[src/design/fpa_pkg.sv]
// Shared opcodes, item type and saturation helper for the fixed-point ALU.
`default_nettype none
package fpa_pkg;
	localparam logic [3:0] OP_ADD      = 4'd0;
	localparam logic [3:0] OP_SUB      = 4'd1;
	localparam logic [3:0] OP_MUL      = 4'd2;
	localparam logic [3:0] OP_DIV      = 4'd3;
	localparam logic [3:0] OP_INC      = 4'd4;
	localparam logic [3:0] OP_DEC      = 4'd5;
	localparam logic [3:0] OP_MIN      = 4'd6;
	localparam logic [3:0] OP_MAX      = 4'd7;
	localparam logic [3:0] OP_FROM_INT = 4'd8;
	localparam logic [3:0] OP_TO_INT   = 4'd9;

	localparam int IN_W  = 72;
	localparam int OUT_W = 40;

	typedef struct packed {
		logic [3:0]         op;
		logic signed [31:0] a;
		logic signed [31:0] b;
		logic               less;
		logic               equal;
		logic               greater;
	} item_t;

	// Turns a magnitude and a sign into a saturated 32-bit value; bit 32 is overflow.
	function automatic logic [32:0] sat_mag(input logic [64:0] q, input logic neg);
		logic [32:0] r;
		if (neg) begin
			if (q > 65'h0_8000_0000) r = {1'b1, 32'h8000_0000};
			else r = {1'b0, 32'd0 - q[31:0]};
		end else begin
			if (q > 65'h0_7FFF_FFFF) r = {1'b1, 32'h7FFF_FFFF};
			else r = {1'b0, q[31:0]};
		end
		return r;
	endfunction
endpackage
`default_nettype wire

[src/design/fpa_fifo.sv]
// Four-entry queue between the front end and the execution pipeline.
`default_nettype none
module fpa_fifo (
	input  wire logic           clk,
	input  wire logic           arst_n,
	input  wire logic           push,
	input  wire fpa_pkg::item_t push_item,
	output logic                full,
	input  wire logic           pop,
	output logic                not_empty,
	output fpa_pkg::item_t      head
);
	import fpa_pkg::*;

	item_t      mem_q [0:3];
	logic [1:0] wr_q;
	logic [1:0] rd_q;
	logic [2:0] cnt_q;

	assign full      = cnt_q == 3'd4;
	assign not_empty = cnt_q != 3'd0;
	assign head      = mem_q[rd_q];

	always_ff @(posedge clk or negedge arst_n) begin
		if (!arst_n) begin
			wr_q  <= 2'd0;
			rd_q  <= 2'd0;
			cnt_q <= 3'd0;
		end else begin
			if (push) wr_q <= wr_q + 2'd1;
			if (pop) rd_q <= rd_q + 2'd1;
			if (push && !pop) cnt_q <= cnt_q + 3'd1;
			else if (pop && !push) cnt_q <= cnt_q - 3'd1;
		end
	end

	always_ff @(posedge clk) begin
		if (push) begin
			mem_q[wr_q] <= push_item;
		end
	end
endmodule
`default_nettype wire

[config.mk]
export PLATFORM = sky130hd
export DESIGN_NAME = fpa_fifo
export DESIGN_NICKNAME = d
export VERILOG_FILES = /design/src/design/fpa_pkg.sv /design/src/design/fpa_fifo.sv
export SDC_FILE = /design/constraint.sdc
export NUM_CORES = 1
export LEC_CHECK = 0
export BUFFER_PORTS_ARGS = -buffer_cell sky130_fd_sc_hd__buf_2
export CORE_ASPECT_RATIO = 1.25
export CORE_MARGIN = 2
export CORE_UTILIZATION = 51
export DETAILED_ROUTE_END_ITERATION = 10
export PLACE_DENSITY = 0.8
export RECOVER_POWER = 50
export SETUP_SLACK_MARGIN = 0.1
export SYNTH_ARGS = -nofsm -noshare
export SYNTH_HDL_FRONTEND = slang
export SYNTH_SLANG_ARGS = --single-unit
[constraint.sdc]
create_clock -name clk -period 3.5 [get_ports clk]
set_input_delay 0.175 -clock clk [delete_from_list [all_inputs] [get_ports clk]]
set_output_delay 0.175 -clock clk [all_outputs]
set_load 0.05 [all_outputs]
==> qor.csv <==
stage,metric,value,unit
run_status,result of the run,"finished, violations left",
run_status,failing checks,"max-capacitance violations, max-slew violations",
layout,nets,722,
sta,slew of the pin with the lowest slew margin,1.94,ns
flow_run,number of max-cap violations,1,
sta,share of the cycle needed by the critical path after routing,0.784,
clock_network,number of cells upsized or downsized after cts,0,
die,starting utilization of the core area,0.516,
critical_path,arrival time of the worst setup path,2.57,ns
power,sequential share of power,0.418,
synth,Yosys Warn Count,0,
synth,gate count after technology mapping,405,
clock_network,TritonCTS clock tree,done,
die,Total Die Area,22200,um^2
place,number of buffers added on ports,147,
layout,total of fill cells in the finished design,1440,
sta,relative slew slack,-0.291,
power,Max IR drop VDD,0.837,mV
layout,synthesis-to-finish area growth,22.0,%
global_routing,number of global-route vias before repair,5622,
sta,tightest hold margin,0.144,ns
global_routing,first-pass GRT wire length,30000,um
synth,"Seq/Total Area, Yosys",0.812,
route,average via count per standard cell,5.36,
power,pwr dens,919,nW/um^2
global_routing,largest net degree at the start of global routing,73,
synth,number of different library cells in the post-synthesis netlist,19,
clock_network,clock net sink count,291,
min_path,Worst Hold Class,in2async,
clock_network,buffers inserted during post-CTS setup optimization,0,
sta,total negative setup slack,0,ns
sta,setup violation total in the final timing report,0,
die,cell row count,59,
synth,"Net Count, Synth",486,
route,remaining number of nets flagged by the antenna check after routing,0,
clock_network,hold buffers post-CTS,74,
power,switching power of the nets,4.64,mW
critical_path,worst path bufs/invs,2,
clock_network,maximum root-to-sink buffer count,3,
critical_path,highest net fanout along the worst path,28,
power,Combinational Power Share,0.367,
clock_network,clock root cell,clkbuf_16,
power,part of the power in the clock network,0.216,
route,number of optimization iterations in the first detailed-route pass,4,
sta,"Min Clock Period, post-route",2.75,ns
clock_network,H-tree depth,1,
route,wire length reported by the detailed router,19400,um
synth,synthesized cell area,10700,um^2
critical_path,critical path endpoint category,primary output,
critical_path,max incr delay on CP,0.81,ns
layout,Finished Cell Area,13100,um^2
die,number of I/O pins,148,
critical_path,gate family responsible for the most delay along the worst path,flip-flops,
layout,final standard cell utilization of the core,0.630,
global_routing,global-route congestion overflow total,0,
route,number of remaining DRC errors,0,
critical_path,startpoint types,flop,
global_routing,initial antenna violation count,1,
layout,share of cells above drive strength 1,0.280,
sta,achievable clock frequency,0.364,GHz
die,width of the die,134,um
critical_path,highest-delay cell along the critical path,dfrtp_4,
sta,final-report hold violation count,0,
power,switching fraction of total power,0.386,
synth,post-synthesis average cell area,26.5,um^2
sta,setup repair after global routing missed its margin,no,
route,vias after detailed routing,5010,
die,die extent in y,166,um
sta,count of final max-slew check failures,72,
layout,"commonest non-fill, non-tap cell in the layout",edfxtp_1,
clock_network,"Reg clk slew, reported paths",0.06,ns
critical_path,path type of the worst setup path,reg2out,
layout,"commonest non-fill, non-tap cells in the layout","284 x edfxtp_1, 80 x clkbuf_1, 74 x dlygate4sd3_1, 72 x buf_2, 70 x mux4_2",
critical_path,cells along the critical path,buf_4 > mux4_2 > buf_2,
power,leakage power figure,4.33,nW
die,core box area,20700,um^2
clock_network,source-to-sink clock delay at the later pin of the worst-skew pair,0.53,ns
place,routability congestion estimate from global placement,0.690,
place,post-detail-place hpwl,10500,um
clock_network,TritonCTS Buffers,27,
route,routed length per instance,20.7,um
place,Placed Area,11600,um^2
sta,Fin Clk Skew,0.0169,ns
global_routing,all-layer global routing usage,0.175,
synth,#FFs+latches synth,291,
route,starting DRC count in detailed routing,374,
critical_path,required time reported for the critical path endpoint,3.32,ns
power,Cell Int Power,7.37,mW
-- path summary, 6_finish.rpt --
| check | from | to | slack (ns) | depth (start not counted) |
|---|---|---|---|---|
| setup / recovery | rd_q[0]$_DFFE_PN0P_ | head[55] | 0.75 | 3 |
| hold / removal | arst_n | rd_q[1]$_DFFE_PN0P_ | 0.14 | 2 |
| setup reg to reg | wr_q[0]$_DFFE_PN0P_ | mem_q[3][51]$_DFFE_PP_ | 1.00 | 2 |
| hold reg to reg | cnt_q[2]$_DFFE_PN0P_ | cnt_q[2]$_DFFE_PN0P_ | 0.50 | 1 |
| max in group asynchronous | arst_n | rd_q[0]$_DFFE_PN0P_ | 3.01 | 2 |
| min in group clk | pop | rd_q[0]$_DFFE_PN0P_ | 0.42 | 3 |
-- stage by stage --
| stage | power [mW] | setup slack (ns) | std cells |
|---|---|---|---|
| global placement | 9.42 | 1.24 | 812 |
| finish | 12.0 | 0.755 | 935 |
| CTS | 12.2 | 0.671 | 934 |
| floorplan | 8.64 | 0.786 | 405 |
| detailed placement | 9.50 | 1.25 | 812 |
| global route | 12.5 | 0.550 | 935 |
-- cell usage after synthesis (all sizes together) --
library cell | instances | share of area
and2 | 4 | 0.0023
buf | 16 | 0.018
dfrtp | 7 | 0.016
edfxtp | 284 | 0.80
fa | 1 | 0.0019
ha | 5 | 0.0058
inv | 4 | 0.0014
mux2 | 1 | 0.0011
mux4 | 71 | 0.15
nand2 | 2 | 0.00070
nor2 | 1 | 0.00035
nor3b | 1 | 0.00070
o21ai | 1 | 0.00047
or3 | 1 | 0.00058
xnor2 | 2 | 0.0016
xor2 | 4 | 0.0033
-- power groups by stage --
| stage | sequential, mW | clock (mW) | combinational, mW |
|---|---|---|---|
| after CTS | 5.04 | 2.65 | 4.48 |
| after floorplan | 4.77 | 0 | 3.87 |
| final | 5.02 | 2.59 | 4.40 |
| after detailed placement | 5.10 | 0 | 4.40 |
| after global placement | 5.06 | 0 | 4.36 |
| after global routing | 5.10 | 2.77 | 4.61 |
-- flip-flops by register name (all words and copies together) (netlist names) --
name	count
wr_q	2
mem_q	284
rd_q	2
cnt_q	3
-- final cells by class --
cell class                      instances  area (um^2)  share of cell area
Clock inverter                         16         77.6             0.00594
Tap cell                              274          343              0.0262
Timing Repair Buffer                  223         1410               0.108
Antenna cell                            1         2.50            0.000192
Clock buffer                           32          694              0.0531
Inverter                                4         15.0             0.00115
Sequential cell                       291         8710               0.667
Multi-Input combinational cell         94         1810               0.139
-- layer usage --
metal | wire (um) | global-route usage
met1 | 7890 | 0.220
met2 | 10200 | 0.310
met3 | 937 | 0.0330
met4 | 396 | 0.0569
met5 | 0 | 0
-- cell families (layout without fill, tap and decap cells) --
kind of cell | Yosys count | in the layout | share of synthesized area
flip-flops | 291 | 291 | 0.812
multiplexers | 72 | 72 | 0.151
buffers and inverters | 20 | 275 | 0.0193
AND/OR/NAND/NOR | 9 | 9 | 0.00467
adder cells (fa/ha/maj) | 6 | 6 | 0.00771
XOR/XNOR | 6 | 6 | 0.00490
AO/OA/AOI/OAI | 1 | 1 | 0.000467
other | 0 | 1 | 0
Power figures use the tool's default switching activity.
