### src/design/fpa_pkg.sv
// Shared opcodes, item type and saturation helper for the fixed-point ALU.
`default_nettype none
package fpa_pkg;
	localparam logic [3:0] OP_ADD      = 4'd0;
	localparam logic [3:0] OP_SUB      = 4'd1;
	localparam logic [3:0] OP_MUL      = 4'd2;
	localparam logic [3:0] OP_DIV      = 4'd3;
	localparam logic [3:0] OP_INC      = 4'd4;
	localparam logic [3:0] OP_DEC      = 4'd5;
	localparam logic [3:0] OP_MIN      = 4'd6;
	localparam logic [3:0] OP_MAX      = 4'd7;
	localparam logic [3:0] OP_FROM_INT = 4'd8;
	localparam logic [3:0] OP_TO_INT   = 4'd9;

	localparam int IN_W  = 72;
	localparam int OUT_W = 40;

	typedef struct packed {
		logic [3:0]         op;
		logic signed [31:0] a;
		logic signed [31:0] b;
		logic               less;
		logic               equal;
		logic               greater;
	} item_t;

	// Turns a magnitude and a sign into a saturated 32-bit value; bit 32 is overflow.
	function automatic logic [32:0] sat_mag(input logic [64:0] q, input logic neg);
		logic [32:0] r;
		if (neg) begin
			if (q > 65'h0_8000_0000) r = {1'b1, 32'h8000_0000};
			else r = {1'b0, 32'd0 - q[31:0]};
		end else begin
			if (q > 65'h0_7FFF_FFFF) r = {1'b1, 32'h7FFF_FFFF};
			else r = {1'b0, q[31:0]};
		end
		return r;
	endfunction
endpackage
`default_nettype wire

### src/design/fpa_front.sv
// Front end: takes input beats, compares the operands and registers the item.
`default_nettype none
module fpa_front (
	input  wire logic                      clk,
	input  wire logic                      arst_n,
	input  wire logic                      s_tvalid,
	output logic                           s_tready,
	input  wire logic [fpa_pkg::IN_W-1:0]  s_tdata, // op[3:0], operand_a[35:4], operand_b[67:36]
	output logic                           push,
	output fpa_pkg::item_t                 push_item,
	input  wire logic                      fifo_full
);
	import fpa_pkg::*;

	logic  valid_q;
	item_t item_q;
	item_t item_d;

	always_comb begin
		item_d.op      = s_tdata[3:0];
		item_d.a       = s_tdata[35:4];
		item_d.b       = s_tdata[67:36];
		item_d.less    = $signed(s_tdata[35:4]) < $signed(s_tdata[67:36]);
		item_d.equal   = s_tdata[35:4] == s_tdata[67:36];
		item_d.greater = $signed(s_tdata[35:4]) > $signed(s_tdata[67:36]);
	end

	assign push      = valid_q && !fifo_full;
	assign s_tready  = !valid_q || push;
	assign push_item = item_q;

	always_ff @(posedge clk or negedge arst_n) begin
		if (!arst_n) begin
			valid_q <= 1'b0;
		end else if (s_tready) begin
			valid_q <= s_tvalid;
		end
	end

	always_ff @(posedge clk) begin
		if (s_tready && s_tvalid) begin
			item_q <= item_d;
		end
	end
endmodule
`default_nettype wire

### config.mk
export PLATFORM = sky130hd
export DESIGN_NAME = fpa_front
export DESIGN_NICKNAME = d
export VERILOG_FILES = /design/src/design/fpa_pkg.sv /design/src/design/fpa_front.sv
export SDC_FILE = /design/constraint.sdc
export NUM_CORES = 1
export LEC_CHECK = 0
export BUFFER_PORTS_ARGS = -buffer_cell sky130_fd_sc_hd__buf_2
export CAP_MARGIN = 20
export CORE_ASPECT_RATIO = 1.2
export CORE_UTILIZATION = 47
export CTS_BUF_LIST = sky130_fd_sc_hd__clkbuf_4 sky130_fd_sc_hd__clkbuf_8
export CTS_CLUSTER_DIAMETER = 120
export DETAILED_ROUTE_END_ITERATION = 12
export PLACE_DENSITY_LB_ADDON = 0.12
export SLEW_MARGIN = 20
export SYNTH_ARGS = -nofsm -noshare
export SYNTH_HDL_FRONTEND = slang
export SYNTH_SLANG_ARGS = --single-unit
export TNS_END_PERCENT = 20
### constraint.sdc
create_clock -name clk -period 3 [get_ports clk]
set_input_delay 0.3 -clock clk [delete_from_list [all_inputs] [get_ports clk]]
set_output_delay 0.3 -clock clk [all_outputs]
set_load 0.02 [all_outputs]
==> run summary, run 1 <==
status: finished, final reports clean
highest clock rate: 501 MHz
Setup crit start kind: input pin
total number of vias: 2,086
Post-DRT Antenna Nets: 0
Max Cap Viol: 0
Final TNS setup: 0 ns
Data arrival, critical path: 2.09 ns
Highest Signal Layer: met4
Die Height: 89.7 um
Avg Inst Size Synth: 15.6 um2
CORE AREA: 6130 um2
Nets: 459
Post-Route WL: 5.62 mm
area after detailed placement: 3870 um2
post-synthesis sequential area ratio: 71.6%
Std-Cell Rows: 31
CP Cell Sequence: buf_2 -> ha_1 -> a21o_1 -> a221o_1 -> a221oi_2 -> o21ai_1 -> or3_1 -> and2_1
R2R depth: 3
WP data required: 3.10 ns
Final Wtd Congestion: 0.697
gr usage total: 17.7%
root buffer cell: clkbuf_8
Post-Syn Nets: 301
final core occ: 66.3%
# port buffers: 144
post-cts resize count: 0
# DRC: 0
clk slew on worst S/H paths: 0.08 ns
dpl hpwl: 4.43 mm
peak supply drop: 0.345 mV
worst hold path class: in2reg
delay of the slowest critical-path stage: 0.33 ns
Power Dens Cells: 545 nW/um2
Max FO, Critical Path: 2
Final Max Tran Viols: 0
FFs w/ async S/R, synth: 1.39%
total gr overflow: 0
Leak Pwr: 1.92 nW
M1 WL: 2.16 mm
Slew headroom: 52.8%
Ports: 149
average wire per standard cell: 12.9 um
Vias/cell: 4.77
Post-Place Worst Slack: 0.649 ns
fin cells: 437
synth cell count leaders: 71 x edfxtp_1, 34 x inv_1, 32 x ha_1, 10 x a21oi_1, 9 x nand2_1
Ys Warns: 0
Fin. Hold Viols: 0
Worst-Skew Late Latency: 0.34 ns
Initial Utilization: 49.2%
layout cells sized above 1: 47.0%
worst clock skew: 0.00658 ns
slowest stage cell, crit path: a221o_1
pin count of the biggest net entering global routing: 34
Placed Cells: 421
metal2 WL: 2.87 mm
Die Area: 6740 um2
area leader, netlist: edfxtp_1
TritonRoute pass-1 iters: 4
slew of the pin with the lowest slew margin: 0.708 ns
Num Clock Sinks: 72
first-pass GRT wire length: 8.69 mm
die width: 75.1 um
Layout area overhead: 34.7%
top-count cell post-synth: edfxtp_1
post-route minimum period: 1.99 ns
Finish-stage setup viols: 0
synth unique cells: 25
Synth Cell Area: 3010 um2
Post-synth EDFFs: 71
diodes inserted: 0
clock buffer depth: 2
CTS tree: yes
PnR worst setup slack: 1.01 ns
main area contributors after synthesis: edfxtp_1 71%, ha_1 13%, inv_1 4.2%, a21oi_1 1.7%, nand2_1 1.1%
CTS Buf Count: 9
initial antenna violation count: 0
met3 WL: 450 um
RSZ-0062 raised after global routing: false
Finished Cell Area: 4060 um2
Post-Synthesis Cells: 193
Primary FF master, synth: edfxtp_1
setup bufs post-CTS: 0
post-synth top area share: 70.7%
Yosys reg bits: 72
CP endpoint kind: flip-flop
final worst-path cycle share: 66.5%
CTS hold repair buffers: 1
vias in the first global route: 2,077
Worst Hold Path Cells: 1
H-tree levels: 3
drt initial violations: 60
crit path kind: in2reg
[metal layers]
layer	vias to the layer above	GRT usage, %
met4	0	10.1
li1	1029	-
met2	91	29.5
met1	953	17.7
met5	-	0
met3	13	7.74
[stage by stage]
stage / hold slack [ns] / total power [mW]
after global placement: 0.0751 / 1.51
final: 0.125 / 2.21
after CTS: 0.108 / 2.24
after global routing: 0.0976 / 2.30
after detailed placement: 0.0763 / 1.52
after floorplan: 0.00441 / 1.38
[worst max-delay path: cells and delay by family]
| family | cells | cell delay (ns) |
|---|---|---|
| AND/OR/NAND/NOR | 2 | 0.50 |
| buffers and inverters | 1 | 0.11 |
| AO/OA/AOI/OAI | 4 | 0.88 |
| adder cells (fa/ha/maj) | 1 | 0.30 |
[final timing paths]
| path | end | slack [ns] | startpoint |
|---|---|---|---|
| max | push_item[2] | 1.01 | s_tdata[29] |
| min | push_item[68] | 0.12 | s_tdata[1] |
| max reg2reg | push_item[41] | 1.32 | valid_q |
| min reg2reg | valid_q | 0.51 | valid_q |
| max in group asynchronous | valid_q | 2.66 | arst_n |
| min in group asynchronous | valid_q | 0.26 | arst_n |
[state kept, by name, indices dropped and copies added (netlist names)]
register	count
valid_q	1
push_item	71
[final cells by class]
type                       count  area [um2]
sequential                    72        2160
fill                         495        2070
timing repair buffer         147         758
multi-input combinational     87         731
inverter                      34         128
clock buffer                   9         124
tap                           82         103
clock inverter                 6        61.3
[cell families (layout without fill, tap and decap cells)]
kind of cell             Yosys count  count (layout)  synth area share (%)
flip-flops                        72              72                  71.6
buffers and inverters             34             196                  4.23
adder cells (fa/ha/maj)           32              32                  13.3
AND/OR/NAND/NOR                   30              30                  5.56
AO/OA/AOI/OAI                     25              25                  5.35
[power breakdown]
part | switching, mW | leakage (nW) | total (mW) | internal, mW
clock network | 0.342 | 0.0948 | 0.718 | 0.376
logic | 0.191 | 1.13 | 0.312 | 0.121
registers | 0.0110 | 0.687 | 1.18 | 1.17
[layout by cell type (no fill, tap or decap), drive strengths merged, types with 2 or more instances in the layout]
| cell | n |
|---|---|
| buf | 146 |
| nand4 | 5 |
| clkinv | 4 |
| nand3 | 2 |
| inv | 34 |
| ha | 32 |
| nand2b | 4 |
| edfxtp | 71 |
| a21o | 4 |
| a21oi | 10 |
| nand2 | 9 |
| clkbuf | 9 |
| or3 | 2 |
| and2 | 3 |
| o21ai | 6 |
| a221oi | 3 |
(Power assumes the default switching activity.)
==> run 2, diff against run 1 <==
==> constraint.sdc (replaced) <==
create_clock -name clk -period 1.9 [get_ports clk]
set_input_delay 0.19 -clock clk [delete_from_list [all_inputs] [get_ports clk]]
set_output_delay 0.19 -clock clk [all_outputs]
set_load 0.02 [all_outputs]
==> run summary, run 2 (synthesis results as in run 1) <==
status: finished, final reports clean
# port buffers: 144 (unchanged)
WP data required: 2.00 ns (-1.10 ns)
root buffer cell: clkbuf_8
power consumption: 3.57 mW (+61%)
Data arrival, critical path: 1.89 ns (-0.20 ns)
pin count of the biggest net entering global routing: 72 (+110%)
area after detailed placement: 4050 um2 (+4.7%)
Finished Cell Area: 4280 um2 (+5.3%)
M3 GR Usage: 5.61% (-2.1 points)
final worst-path cycle share: 94.7%
Std-Cell Rows: 31 (unchanged)
Placed Cells: 438 (+4.0%)
Finish-stage setup viols: 0 (unchanged)
Layout area overhead: 41.8%
fin cells: 455 (+4.1%)
Final Max Tran Viols: 0 (unchanged)
Die Area: 6740 um2 (unchanged)
met1 usage: 18.6% (+0.95 points)
post-route minimum period: 1.80 ns
Leak Pwr: 2.01 nW (+4.8%)
# DRC: 0 (unchanged)
hold_sp: s_tdata[0]
crit path kind: in2reg
Die Height: 89.7 um (unchanged)
total number of vias: 2,140 (+2.6%)
CTS Buf Count: 9 (unchanged)
Ports: 149 (unchanged)
Nets: 476 (+3.7%)
TritonRoute pass-1 iters: 5 (+1)
clk slew on worst S/H paths: 0.07 ns (about the same)
worst clock skew: 0.00848 ns (+0.00190 ns)
most common cell after layout, fill and taps aside: buf_2
worst hold path class: in2reg
met2 Use GR: 32.8% (+3.3 points)
max reg flops: 71 (unchanged)
GR peak layer: met2
CORE AREA: 6130 um2 (unchanged)
Initial Utilization: 49.2% (unchanged)
setup bufs post-CTS: 0 (unchanged)
highest clock rate: 556 MHz
Final Wtd Congestion: 0.742 (+6.5%)
vias in the first global route: 2,051 (-1.3%)
Max Cap Viol: 0 (unchanged)
Power Dens Cells: 835 nW/um2 (+53%)
Setup crit start kind: input pin
first-pass GRT wire length: 8.98 mm (+3.3%)
CP endpoint kind: flip-flop
Max FO, Critical Path: 2 (unchanged)
slew of the pin with the lowest slew margin: 0.366 ns (-0.343 ns)
total gr overflow: 0 (unchanged)
Vias/cell: 4.70 (-1.5%)
gr usage total: 18.4% (+0.71 points)
CTS tree: yes
CP startpoint: s_tdata[62]
commonest cells after routing, fill and taps aside: 143 x buf_2, 71 x edfxtp_1, 31 x inv_1, 29 x ha_1, 18 x buf_4
die width: 75.1 um (unchanged)
average wire per standard cell: 12.8 um (-0.25%)
initial antenna violation count: 0 (unchanged)
drt initial violations: 53 (-12%)
layout cells sized above 1: 52.0% (+5.0 points)
Post-Route WL: 5.84 mm (+3.9%)
Slew headroom: 75.6% (+23 points)
Fin. Hold Viols: 0 (unchanged)
Reg2Reg Launch Point: valid_q
clock buffer depth: 2 (unchanged)
diodes inserted: 0 (unchanged)
H-tree levels: 3 (unchanged)
dpl hpwl: 4.54 mm (+2.5%)
peak supply drop: 0.559 mV (+62%)
Num Clock Sinks: 72 (unchanged)
Post-DRT Antenna Nets: 0 (unchanged)
Worst-Skew Late Latency: 0.34 ns (about the same)
[run 2: path summary, 6_finish.rpt]
check                           slack (ns)             to  cells after the start
max in group asynchronous             1.68        valid_q                      2
worst max register to register        0.60  push_item[46]                      3
worst min register to register        0.51        valid_q                      2
worst max-delay path                  0.10   push_item[2]                      9
worst min-delay path                  0.01  push_item[67]                      1
min in group asynchronous             0.14        valid_q                      2
[run 2: what timing repair did]
action | CTS | global route
resized for setup | 0 | 7
endpoints found under the hold margin | 1 | 0
endpoints found under the setup margin | 0 | 2
hold buffers | 1 | 0
[run 2: layout make-up]
| cell class | instances | area [um2] |
|---|---|---|
| multi-input cells | 87 | 798 |
| repair buffers | 164 | 888 |
| flip-flops and latches | 72 | 2160 |
| inverters | 34 | 143 |
| fillers | 491 | 1850 |
| clock inverters | 5 | 47.5 |
| well taps | 82 | 103 |
| clock buffers | 11 | 139 |
[run 2: per-layer routing]
| metal | vias to the layer above | part of all wire, % |
|---|---|---|
| met4 | 0 | 2.3 |
| met5 | - | 0 |
| met3 | 12 | 5.6 |
| li1 | 1063 | - |
| met1 | 983 | 37 |
| met2 | 82 | 55 |
[run 2: power by group]
group	switching (mW)	total (mW)	internal, mW
Sequential	0.0173	1.87	1.85
Clock	0.529	1.15	0.622
Combinational	0.319	0.549	0.230
[run 2: critical path, stage by stage]
cell	delay [ns]
clkbuf_4	0.16
inv_12	0.03
ha_4	0.22
and2_4	0.15
a221o_1	0.32
a221oi_2	0.23
o21ai_1	0.11
or3_1	0.33
and2_1	0.15
[run 2: per-stage QoR]
step | worst slack, ns | utilization (%) | TNS [ns] | hold slack [ns]
finish | 0.101 | 69.8 | 0 | 0.0140
global route | -0.00196 | 69.8 | -0.00196 | 0.00168
CTS | 0.0205 | 69.3 | 0 | 0.00484
detailed placement | -0.351 | 66.1 | -0.702 | -0.0340
global placement | -0.306 | 66.1 | -0.676 | -0.0352
floorplan | -0.0520 | - | -0.0520 | -0.106
